<file path="src/hw/rtl/prom_pkg.sv">
package prom_pkg;

  localparam int MaxRead    = 256;
  localparam int PadLen     = 8;
  localparam int MinOverlap = 15;
  localparam int MaxMotif   = 9;
  localparam int SiteSlots  = 4;

  localparam logic [2:0] REG_MISMATCH_LIMIT = 3'd0;
  localparam logic [2:0] REG_SITE_USED      = 3'd1;
  localparam logic [2:0] REG_SITE_ZERO      = 3'd2;
  localparam logic [2:0] REG_SITE_ONE       = 3'd3;
  localparam logic [2:0] REG_SITE_TWO       = 3'd4;
  localparam logic [2:0] REG_SITE_THREE     = 3'd5;

  localparam logic [1:0] METHOD_OVERLAP = 2'd0;
  localparam logic [1:0] METHOD_CUT     = 2'd1;
  localparam logic [1:0] METHOD_JOIN    = 2'd2;

  typedef enum logic [4:0] {
    OP_IDLE, OP_LOAD, OP_OV_INIT, OP_OV_READ, OP_OV_CMP, OP_OV_NEXT, OP_OV_HIT,
    OP_FD_INIT, OP_FD_READ, OP_FD_CMP, OP_FD_HIT, OP_FD_MISS,
    OP_PR_INIT, OP_PR_NEXT, OP_PR_HIT,
    OP_OUT_INIT, OP_OUT_READ, OP_OUT_CMP, OP_OUT_EMIT
  } op_t;

  typedef enum logic [3:0] {
    S_LOAD, S_OV_INIT, S_OV_CHK, S_OV_CMP, S_FD_INIT, S_FD_CHK, S_FD_CMP,
    S_PR, S_OUT_INIT, S_OUT_CHK, S_OUT_CMP
  } state_t;

  typedef struct packed {
    op_t op;
  } cmd_t;

  typedef struct packed {
    logic ov_end;
    logic row_end;
    logic diff_ok;
    logic fd_done;
    logic fd_hit;
    logic fd_miss;
    logic pr_match;
    logic pr_last;
    logic out_flush;
    logic out_last;
  } status_t;

  function automatic logic [7:0] base_letter(input logic [1:0] code);
    logic [7:0] ch;
    case (code)
      2'd0: ch = 8'h41;
      2'd1: ch = 8'h43;
      2'd2: ch = 8'h47;
      default: ch = 8'h54;
    endcase
    return ch;
  endfunction

  function automatic logic [3:0] motif_len(input logic [3:0] raw);
    return (raw > 4'(MaxMotif)) ? 4'(MaxMotif) : raw;
  endfunction

endpackage

</file>
<file path="src/hw/rtl/prom_ctrl.sv">
module prom_ctrl
  import prom_pkg::*;
(
  input  logic    clk,
  input  logic    rst,
  input  logic    start,
  input  logic    read_end,
  input  status_t stat,
  output cmd_t    cmd,
  output logic    busy
);

  state_t state, state_next;

  always_ff @(posedge clk) begin
    if (rst) state <= S_LOAD;
    else state <= state_next;
  end

  always_comb begin
    state_next = state;
    cmd.op = OP_IDLE;
    busy = 1'b1;
    case (state)
      S_LOAD: begin
        busy = 1'b0;
        if (start) begin
          cmd.op = OP_LOAD;
          if (read_end) state_next = S_OV_INIT;
        end
      end
      S_OV_INIT: begin
        cmd.op = OP_OV_INIT;
        state_next = S_OV_CHK;
      end
      S_OV_CHK: begin
        if (stat.ov_end) begin
          state_next = S_FD_INIT;
        end else if (stat.row_end) begin
          if (stat.diff_ok) begin
            cmd.op = OP_OV_HIT;
            state_next = S_OUT_INIT;
          end else begin
            cmd.op = OP_OV_NEXT;
          end
        end else begin
          cmd.op = OP_OV_READ;
          state_next = S_OV_CMP;
        end
      end
      S_OV_CMP: begin
        cmd.op = OP_OV_CMP;
        state_next = S_OV_CHK;
      end
      S_FD_INIT: begin
        cmd.op = OP_FD_INIT;
        state_next = S_FD_CHK;
      end
      S_FD_CHK: begin
        if (stat.fd_done) begin
          cmd.op = OP_PR_INIT;
          state_next = S_PR;
        end else if (stat.fd_hit) begin
          cmd.op = OP_FD_HIT;
        end else if (stat.fd_miss) begin
          cmd.op = OP_FD_MISS;
        end else begin
          cmd.op = OP_FD_READ;
          state_next = S_FD_CMP;
        end
      end
      S_FD_CMP: begin
        cmd.op = OP_FD_CMP;
        state_next = S_FD_CHK;
      end
      S_PR: begin
        if (stat.pr_match) begin
          cmd.op = OP_PR_HIT;
          state_next = S_OUT_INIT;
        end else if (stat.pr_last) begin
          state_next = S_OUT_INIT;
        end else begin
          cmd.op = OP_PR_NEXT;
        end
      end
      S_OUT_INIT: begin
        cmd.op = OP_OUT_INIT;
        state_next = S_OUT_CHK;
      end
      S_OUT_CHK: begin
        if (stat.out_flush) begin
          cmd.op = OP_OUT_EMIT;
          if (stat.out_last) state_next = S_LOAD;
        end else begin
          cmd.op = OP_OUT_READ;
          state_next = S_OUT_CMP;
        end
      end
      S_OUT_CMP: begin
        cmd.op = OP_OUT_CMP;
        state_next = S_OUT_CHK;
      end
      default: state_next = S_LOAD;
    endcase
  end

endmodule

</file>
<file path="config.mk">
export PLATFORM = sky130hd
export DESIGN_NAME = prom_ctrl
export DESIGN_NICKNAME = d
export VERILOG_FILES = /design/src/hw/rtl/prom_pkg.sv /design/src/hw/rtl/prom_ctrl.sv
export SDC_FILE = /design/constraint.sdc
export NUM_CORES = 1
export LEC_CHECK = 0
export CORE_ASPECT_RATIO = 1.1
export CORE_MARGIN = 8
export CORE_UTILIZATION = 26
export CTS_BUF_LIST = sky130_fd_sc_hd__clkbuf_16
export CTS_CLUSTER_SIZE = 8
export DETAILED_ROUTE_END_ITERATION = 8
export DONT_BUFFER_PORTS = 1
export PLACE_DENSITY = 0.47
export SYNTH_ARGS = -nofsm -noshare
export SYNTH_HDL_FRONTEND = slang
export SYNTH_SLANG_ARGS = --single-unit
export TNS_END_PERCENT = 5
</file>
<file path="constraint.sdc">
create_clock -name clk -period 2.2 [get_ports clk]
set_input_delay 0.11 -clock clk [delete_from_list [all_inputs] [get_ports clk]]
set_output_delay 0.11 -clock clk [all_outputs]
set_load 0.01 [all_outputs]
</file>
==> results of run 1 <==
area by class of cell:
type	instances	area [sq um]	area share, %
timing repair buffer	4	32.5	4.76
sequential	4	80.1	11.7
inverter	4	15.0	2.20
multi-input combinational	66	445	65.2
clock buffer	3	75.1	11.0
tap	28	35.0	5.13
per-stage QoR:
step	util [%]	setup WS [ns]	instance area, sq um	hold WS (ns)	std cells
floorplan	-	0.636	563	0.179	78
global placement	29.6	0.386	598	0.198	105
detailed placement	29.6	0.424	598	0.194	105
CTS	33.8	0.388	683	0.0952	109
global route	33.8	0.262	683	0.119	109
finish	33.8	0.362	683	0.0965	109
synth_stat cells (2+ instances only):
library cell,count,area (sq um)
a21oi_1,9,45.0
a221o_1,3,30.0
and3_1,2,12.5
clkbuf_1,3,11.3
dfxtp_1,4,80.1
inv_1,4,15.0
mux2i_1,2,20.0
nand2_1,10,37.5
nand2b_1,3,18.8
nor2_1,5,18.8
nor2b_1,3,18.8
nor4b_4,2,47.6
o21ai_0,8,40.0
report_power, final:
part           switching [uW]  internal (uW)
Combinational             225            159
Sequential               37.9           92.6
Clock                    48.8            232
cell usage in the layout, fill, tap and decap left out, types with 3 or more instances in the layout:
master	count
nor2_1	5
inv_1	4
dfxtp_1	4
nor2b_1	3
clkbuf_16	3
nand2_1	10
buf_4	3
o21ai_0	8
a21oi_1	9
a221o_1	3
nand2b_1	3
worst min-delay path by stage:
stage	start	end	slack [ns]	cells past startpoint
after floorplan	rst	state[2]	0.18	1
after global placement	rst	state[2]	0.20	1
after detailed placement	rst	state[2]	0.19	1
after CTS	rst	state[1]	0.1	3
after global routing	rst	state[0]	0.12	3
final	rst	state[1]	0.1	3
worst max-delay path, delay by kind of cell, from the launching register on:
family / cells / cell delay (ns)
AO/OA/AOI/OAI: 3 / 0.65
flip-flops: 1 / 0.59
AND/OR/NAND/NOR: 1 / 0.26
routing by layer:
layer | wire length, um | up-vias | GRT usage, %
met1 | 605 | 288 | 9.96
met3 | 203 | 6 | 4.14
met4 | 42 | 0 | 5.07
li1 | - | 298 | -
met2 | 922 | 34 | 15.9
met5 | 0 | - | 0
kinds of logic after synthesis:
| family | after synthesis |
|---|---|
| compound gates | 31 |
| buf+inv | 8 |
| flops | 4 |
| mux | 2 |
| simple gates | 33 |
timing repair:
| item | 4_1_cts | 5_1_grt |
|---|---|---|
| buffers inserted | 0 | 0 |
| endpoints found under the hold margin | 1 | 0 |
| setup endpoints to repair | 0 | 0 |
| hold buffers | 1 | 0 |
==> results by group, run 1 <==
Cells and area
  • Nets: between 90 and 100
  • Layout cells sized above 1: 13.6%
  • Max reg flops: 4
  • N_diodes: 0
  • Fill count: around 220
  • Layout area overhead: 21.3%
  • Biggest register: state
  • Regs by FF count: state: 4 flops

Routing
  • WL final: between 1.5 and 2 mm
  • Routed wire per std cell: about 16 um
  • Vias: 626
  • Initial DRT Pass Iterations: 4
  • DRC Markers: 0
  • 1st-iter DRT viols: 19
  • Via density per instance: 5.74
  • Final ANT Viol Nets: 0

Critical path
  • Critical-path cell list: nand2b_4 -> o21bai_1 -> o22ai_1 -> a221o_1
  • Endpoint class of the critical path: output port
  • Crit Path Category: flip-flop to output port
  • Worst Reg-to-Reg Cells: 5
  • Worst Setup SP: state[3]
  • Crit start category: flip-flop
  • Reg-to-reg endpoint: state[3]
  • CP max-delay cell: dfxtp_1
  • Crit path DAT: between 1.5 and 2 ns
  • Worst-path maximum fanout: 13
  • R2r startpoint: state[3]
  • CP max stage delay: between 0.5 and 0.6 ns
  • Critical path capture point: cmd[1]
  • Critical Path RT: around 2.1 ns
  • R2R Setup Slk: 0.40 ns

Global route
  • Largest net degree at the start of global routing: 14
  • All-layer global routing usage: under 10%
  • Grt total ovfl: 0
  • First-pass GRT wire length: about 2.9 mm
  • Via count of the first global-routing pass: between 600 and 700
  • Initial antenna violation count: 0

Floorplan
  • Die W: a little over 60 um
  • DIE HEIGHT: approximately 65 um
  • Starting utilization of the core area: between 20% and 30%
  • Core box area: between 2000 and 2500 sq um
  • I/O pins: 20
  • # rows: 17
  • Die area: 3910 sq um

Power
  • Max VDD drop: 0.391 mV
  • Power Density: 1160 nW/um^2
  • Leak: 0.000270 uW
  • Total power: just under 800 uW

Timing
  • Final critical-path required period: ~1.8 ns
  • Slew Viols, Final: 0
  • RSZ-0062 raised after global routing: no
  • Final setup TNS: 0 ns
  • Final Skew: about 0.00056 ns
  • Slew HR: a little over two thirds
  • Final setup viols: 0
  • Fin crit share: around 84%
  • Fin. Hold Viols: 0
  • Measured slew at the worst slew-check pin: about 0.46 ns
  • FMAX: roughly 540 MHz

Synthesis
  • Seq/Total Area, Yosys: approximately 14%
  • Async set or reset register ratio after synthesis: 0%
  • Mux contribution to synthesized area: approximately 3.6%
  • Net count after synthesis: 92
  • Synthesized area: about 560 sq um
  • Synth Area in Adders: 0%
  • Post-synthesis cell count: between 70 and 80
  • Top FF cell, synth: dfxtp_1
  • Mean post-synth cell area: between 7 and 8 sq um
  • Yosys warning total: 0
  • Yosys cell types: 33
  • Post-synth EDFFs: 0
  • Synth Area in Simple Gates: between 30% and 40%
  • Yosys reg bits: 4
  • Largest family of logic cells by synthesized area: simple AND/OR/NAND/NOR gates
  • Compound-Gate Fraction of Synth Area: a little over a third
  • Synth Area in XOR/XNOR: 0%

Clock tree
  • CTS H-Tree Depth: 1
  • Clock root buffer: clkbuf_16
  • Clock tree from TritonCTS: built
  • Clk_lat worst skew: about 0.22 ns
  • CTS clk-pin slew, worst paths: about 0.030 ns
  • Clock Sinks: 4
  • Post_cts resized: 0
  • CTS Buffer Depth: 2
  • Num CTS Buffers: 3

Run
  • MaxCap Viol Count: 0

Placed design
  • DP Wirelength: about 1.4 mm
  • GPL Wtd Cong: just over 0.8
  • Port bufs: 0

Hold path
  • Worst hold path type: input pin to flip-flop

Outcome
  • Status: completed
(Power assumes the default switching activity.)
==> run 2: changes to the inputs <==
- PLACE_DENSITY: 0.47 -> 0.49
- clock period: 2.2 -> 1.62 ns (I/O delays scaled with it)
==> run 2 against run 1 <==
Utilization is 4.8 points higher. Final cell count is 10% higher. Routed wire length is 4.8% higher. Register-to-register slack worse by 0.35 ns. Global-route usage is 0.20 points higher. Count of clock-buffer cells in the layout stayed put. Via count is 1.6% higher. Final area is 14% higher. Largest cell class unchanged.
==> results by group, run 2 (synthesized netlist as in run 1, its figures left out) <==
Clock tree
  • Clock tree from TritonCTS: built
  • CTS H-Tree Depth: 1
  • Clock root buffer: clkbuf_16
  • # Post-CTS Setup Buffers: 0
  • Clk_lat worst skew: ~0.22 ns
  • CTS clk-pin slew, worst paths: approximately 0.03 ns
  • Num CTS Buffers: 3
  • CTS Buffer Depth: 2
  • Clock Sinks: 4

Placed design
  • DP Area: ~680 sq um
  • DP Wirelength: 1.52 mm
  • Port bufs: 0
  • Cells after DPL: 116
  • GPL Wtd Cong: roughly 0.86

Critical path
  • Critical Path RT: 1.54 ns
  • Endpoint class of the critical path: output port
  • Crit Path Category: flip-flop to output port
  • Crit path DAT: between 1 and 1.5 ns
  • Worst Reg-to-Reg Cells: 5
  • Worst-path maximum fanout: 8
  • Crit start category: flip-flop

Routing
  • Via density per instance: between 5 and 6
  • Vias: 636
  • Initial DRT Pass Iterations: 4
  • 1st-iter DRT viols: 24
  • DRC Markers: 0
  • WL final: around 1.9 mm
  • Final ANT Viol Nets: 0
  • Routed wire per std cell: approximately 15 um

Run
  • MaxCap Viol Count: 0

Floorplan
  • # rows: 17
  • I/O pins: 20
  • Starting utilization of the core area: between 20% and 30%
  • Die area: ~3900 sq um
  • DIE HEIGHT: approximately 65 um
  • Core box area: just over 2000 sq um
  • Die W: about 60 um

Cells and area
  • Max reg flops: 4
  • Layout area overhead: 38.4%
  • Most frequent cells in the layout: buf_4, nand2_1, a21oi_1
  • Nets: ~110
  • N_diodes: 0
  • Biggest register: state
  • Layout cells sized above 1: approximately 28%
  • Finished Core Util: between 30% and 40%
  • Most common cell after layout, fill and taps aside: buf_4
  • Regs by FF count: state: 4 flops
  • Final instance area: roughly 780 sq um
  • Cell Count, Final, Fillers Out: between 100 and 150

Global route
  • First-pass GRT wire length: between 2 and 3 mm
  • All-layer global routing usage: under 10%
  • Grt total ovfl: 0
  • Initial antenna violation count: 0
  • Via count of the first global-routing pass: between 600 and 700
  • Largest net degree at the start of global routing: 13

Timing
  • FMAX: 635 MHz
  • Final Skew: 0.00106 ns
  • Measured slew at the worst slew-check pin: 0.322 ns
  • Final critical-path required period: ~1.6 ns
  • Slew HR: between 70% and 80%
  • Final setup viols: 0
  • Fin. Hold Viols: 0
  • Slew Viols, Final: 0
  • Fin crit share: roughly 97%
  • RSZ-0062 raised after global routing: yes

Power
  • Seq pwr share: between 10% and 20%
  • Combinational power share: around 55%
  • Int Power: 778 uW
  • Leak: about 0.00033 uW
  • Max VDD drop: 0.615 mV
  • Switching Fraction: between 30% and 40%
  • Clock power share: between 30% and 40%
  • Power Density: 1580 nW/um^2
  • Switch Pwr: ~460 uW

Hold path
  • Worst Hold Depth: 3
  • Worst hold path type: input pin to flip-flop

Outcome
  • Status: completed
[run 2: changes by cell type in the layout (fill, tap and decap cells not counted), sizes merged]
cell and delta:
buf +11
[run 2: per-stage QoR]
stage	total power (uW)	TNS, ns	setup WS [ns]	hold slack [ns]
final	1230	0	0.0440	0.0584
after floorplan	588	0	0.0564	0.150
after global placement	833	0	0.0497	0.158
after CTS	1220	0	0.00701	0.0639
after detailed placement	825	0	0.0381	0.161
after global routing	1300	-0.0139	-0.0139	0.0672
[run 2: power by group through the flow]
stage | logic (uW) | clock network (uW) | registers, uW
6_report | 676 | 381 | 177
3_3_place_gp | 668 | 0 | 165
4_1_cts | 666 | 389 | 169
3_5_place_dp | 656 | 0 | 169
2_1_floorplan | 437 | 0 | 151
5_1_grt | 729 | 394 | 180
[run 2: final timing paths]
kind	slack, ns	start	to
worst max-delay path	0.04	state[1]	cmd[0]
worst min-delay path	0.06	rst	state[0]
worst max register to register	0.05	state[3]	state[3]
worst min register to register	0.65	state[1]	state[1]
[run 2: per-layer routing]
metal | up-vias | part of all wire (%) | track usage, %
met2 | 24 | 50 | 16.6
met3 | 0 | 10 | 3.55
met4 | 0 | 0 | 3.58
li1 | 318 | - | -
met5 | - | 0 | 0
met1 | 294 | 40 | 10.9
[run 2: cell type report]
type	count	area, sq um
Timing Repair Buffer	15	119
Inverter	4	15.0
Fill cell	223	1240
Sequential cell	4	86.3
Multi-Input combinational cell	66	449
Clock buffer	3	75.1
Tap cell	28	35.0
[run 2: critical path, cell delays in order (launching register included)]
cell,delay [ns]
dfxtp_4,0.35
buf_4,0.13
nor4b_1,0.29
a21oi_1,0.06
a21oi_1,0.23
a221o_1,0.20
[run 2: what timing repair did]
action / CTS / global route
hold endpoints to repair: 1 / 0
hold buffers: 1 / 0
setup endpoints to repair: 4 / 6
pin swaps: 0 / 1
resized for setup: 4 / 5
==> run 3: changes to the inputs <==
- ABC_AREA: not set -> 1
==> run 3 against run 2 <==
Critical path depth grew 2. First-iteration DRC count shrank 58%. Final area shrank 7.2%. Non-clock buffer count shrank 13. Critical path type unchanged. Clock skew grew 0.0024 ns. Worst hold slack gained 0.031 ns. Largest power group unchanged.
==> results by group, run 3 <==
Timing
  • Fin. Hold Viols: 0
  • Slew Viols, Final: 0
  • FMAX: 659 MHz
  • Final Skew: 0.00342 ns
  • Final critical-path required period: between 1.5 and 2 ns
  • Slew HR: between 70% and 80%
  • Fin crit share: a little over nine tenths
  • Min Hold Slack: 0.0896 ns
  • Measured slew at the worst slew-check pin: approximately 0.35 ns
  • RSZ-0062 raised after global routing: no
  • Final setup TNS: 0 ns
  • Final setup viols: 0

Cells and area
  • Layout area overhead: 21.2%
  • Biggest register: state
  • Finished Core Util: 32.8%
  • Regs by FF count: state: 4 flops
  • Layout cells sized above 1: 26.6%
  • N_diodes: 0
  • Most common cell after layout, fill and taps aside: nand2_1
  • Most frequent cells in the layout: nand2_1, nor2_1, inv_1, nand3_1, a21oi_1
  • Max reg flops: 4
  • Nets: between 100 and 150

Power
  • Seq pwr share: 15.3%
  • Total power: a little over 1000 uW
  • Switching Fraction: between 40% and 50%
  • Power Density: 1410 nW/um^2
  • Switch Pwr: about 420 uW
  • Int Power: about 600 uW
  • Combinational power share: between 40 and 50%
  • Leak: between 0.0003 and 0.0004 uW
  • Clock power share: a little under two fifths
  • Max VDD drop: around 0.70 mV

Floorplan
  • # rows: 18
  • Die area: roughly 4100 sq um
  • I/O pins: 20
  • Die W: slightly above 60 um
  • DIE HEIGHT: about 66 um
  • Starting utilization of the core area: between 20 and 30%
  • Core box area: approximately 2200 sq um

Synthesis
  • Net count after synthesis: 119
  • Top FF cell, synth: dfxtp_1
  • Yosys warning total: 0
  • Mux contribution to synthesized area: 0%
  • Seq/Total Area, Yosys: between 10% and 20%
  • Synth Area in XOR/XNOR: 0%
  • Async set or reset register ratio after synthesis: 0%
  • Yosys reg bits: 4
  • Synth Area in Simple Gates: roughly 60%
  • Compound-Gate Fraction of Synth Area: about 15%
  • Mean post-synth cell area: 5.68 sq um
  • Top cells by area, synth: nand2_1, dfxtp_1, nor2_1, a21oi_1, nand3_1
  • Area leader, netlist: nand2_1
  • Post-synth top cells: nand2_1, nor2_1, a21oi_1, inv_1, nand3_1
  • Post-synthesis cell count: between 100 and 150
  • Largest family of logic cells by synthesized area: simple AND/OR/NAND/NOR gates
  • Yosys cell types: 21
  • Top-area cell type share of the netlist area: between 10 and 15%
  • Post-synth EDFFs: 0
  • Synth Area in Adders: 0%
  • Synthesized area: 597 sq um
  • Cell with the most instances after synthesis: nand2_1

Global route
  • Grt total ovfl: 0
  • First-pass GRT wire length: roughly 3 mm
  • Largest net degree at the start of global routing: 7
  • All-layer global routing usage: approximately 9.7%
  • Via count of the first global-routing pass: between 600 and 700
  • Initial antenna violation count: 0

Critical path
  • Crit path DAT: about 1.4 ns
  • Crit Path Category: flip-flop to output port
  • R2R Setup Slk: 0.29 ns
  • Crit start category: flip-flop
  • Endpoint class of the critical path: output port
  • CP max-delay cell: dfxtp_1
  • Critical Path RT: approximately 1.5 ns
  • Critical-path cell list: buf_4 -> inv_2 -> nor2_2 -> nand2_1 -> o22ai_1 -> a21oi_1 -> nand4_1
  • Worst-path maximum fanout: 6
  • CP max stage delay: 0.41 ns

Routing
  • DRC Markers: 0
  • 1st-iter DRT viols: 10
  • Routed wire per std cell: roughly 13 um
  • Via density per instance: between 4 and 5
  • Vias: roughly 650
  • Initial DRT Pass Iterations: 4
  • Final ANT Viol Nets: 0
  • WL final: around 1.8 mm

Placed design
  • Port bufs: 0
  • DP Wirelength: 1.61 mm
  • GPL Wtd Cong: 0.836

Hold path
  • Worst hold path type: input pin to flip-flop

Clock tree
  • CTS Buffer Depth: 2
  • # Post-CTS Setup Buffers: 0
  • CTS clk-pin slew, worst paths: approximately 0.030 ns
  • CTS H-Tree Depth: 1
  • Clock Sinks: 4
  • Clock root buffer: clkbuf_16
  • Clock tree from TritonCTS: built
  • Clk_lat worst skew: around 0.22 ns
  • Num CTS Buffers: 3

Outcome
  • Status: completed

Run
  • MaxCap Viol Count: 0
-- run 3: changes by cell type after synthesis, moves of 6 or more --
cell,delta
inv_1,+6
inv_2,+6
nand2_1,+13
nand3_1,+10
nor2_1,+11
nor2_2,+6
o21ai_0,-7
-- run 3: what timing repair did --
item,CTS,global route
hold buffers,1,0
resized for setup,0,2
endpoints found under the hold margin,4,0
setup endpoints to repair,0,2
-- run 3: power by group through the flow --
stage	sequential, uW	combinational, uW	clock (uW)
after floorplan	136	407	0
after global placement	155	492	0
after detailed placement	155	485	0
after CTS	154	491	387
after global routing	160	547	395
final	157	485	379
-- run 3: routing by layer --
layer | vias to the layer above | routed length, um | global-route usage, %
li1 | 346 | - | -
met1 | 291 | 749 | 10.5
met2 | 11 | 965 | 17.6
met3 | 0 | 127 | 3.89
met4 | 0 | 0 | 0.855
met5 | - | 0 | 0
-- run 3: cell type report --
cell class | count | area, sq um
multi-input combinational | 84 | 452
fill | 272 | 1480
inverter | 16 | 60.1
timing repair buffer | 2 | 17.5
clock buffer | 3 | 75.1
tap | 30 | 37.5
sequential | 4 | 81.3
-- run 3: worst max-delay path, delay by kind of cell, from the launching register on --
family,cells,cell delay [ns]
buf+inv,2,0.24
simple gates,3,0.35
flops,1,0.41
compound gates,2,0.22
-- run 3: cells by family (layout without fill, tap and decap cells) --
logic type | after synthesis | in the layout
buf+inv | 17 | 21
flops | 4 | 4
compound gates | 16 | 16
simple gates | 68 | 68
-- run 3: path summary, 6_finish.rpt --
kind                 start  endpoint  cells past startpoint
hold / removal     stat[1]  state[3]                      2
hold reg to reg   state[1]  state[1]                      2
setup reg to reg  state[0]  state[0]                      8
setup / recovery  state[0]    cmd[1]                      7
-- run 3: metrics by stage --
step / instance area (sq um) / setup WS (ns) / instances
after floorplan: 597 / 0.472 / 105
after global placement: 634 / 0.204 / 135
after detailed placement: 634 / 0.291 / 135
after CTS: 719 / 0.0415 / 139
after global routing: 723 / 0.0372 / 139
final: 723 / 0.101 / 139
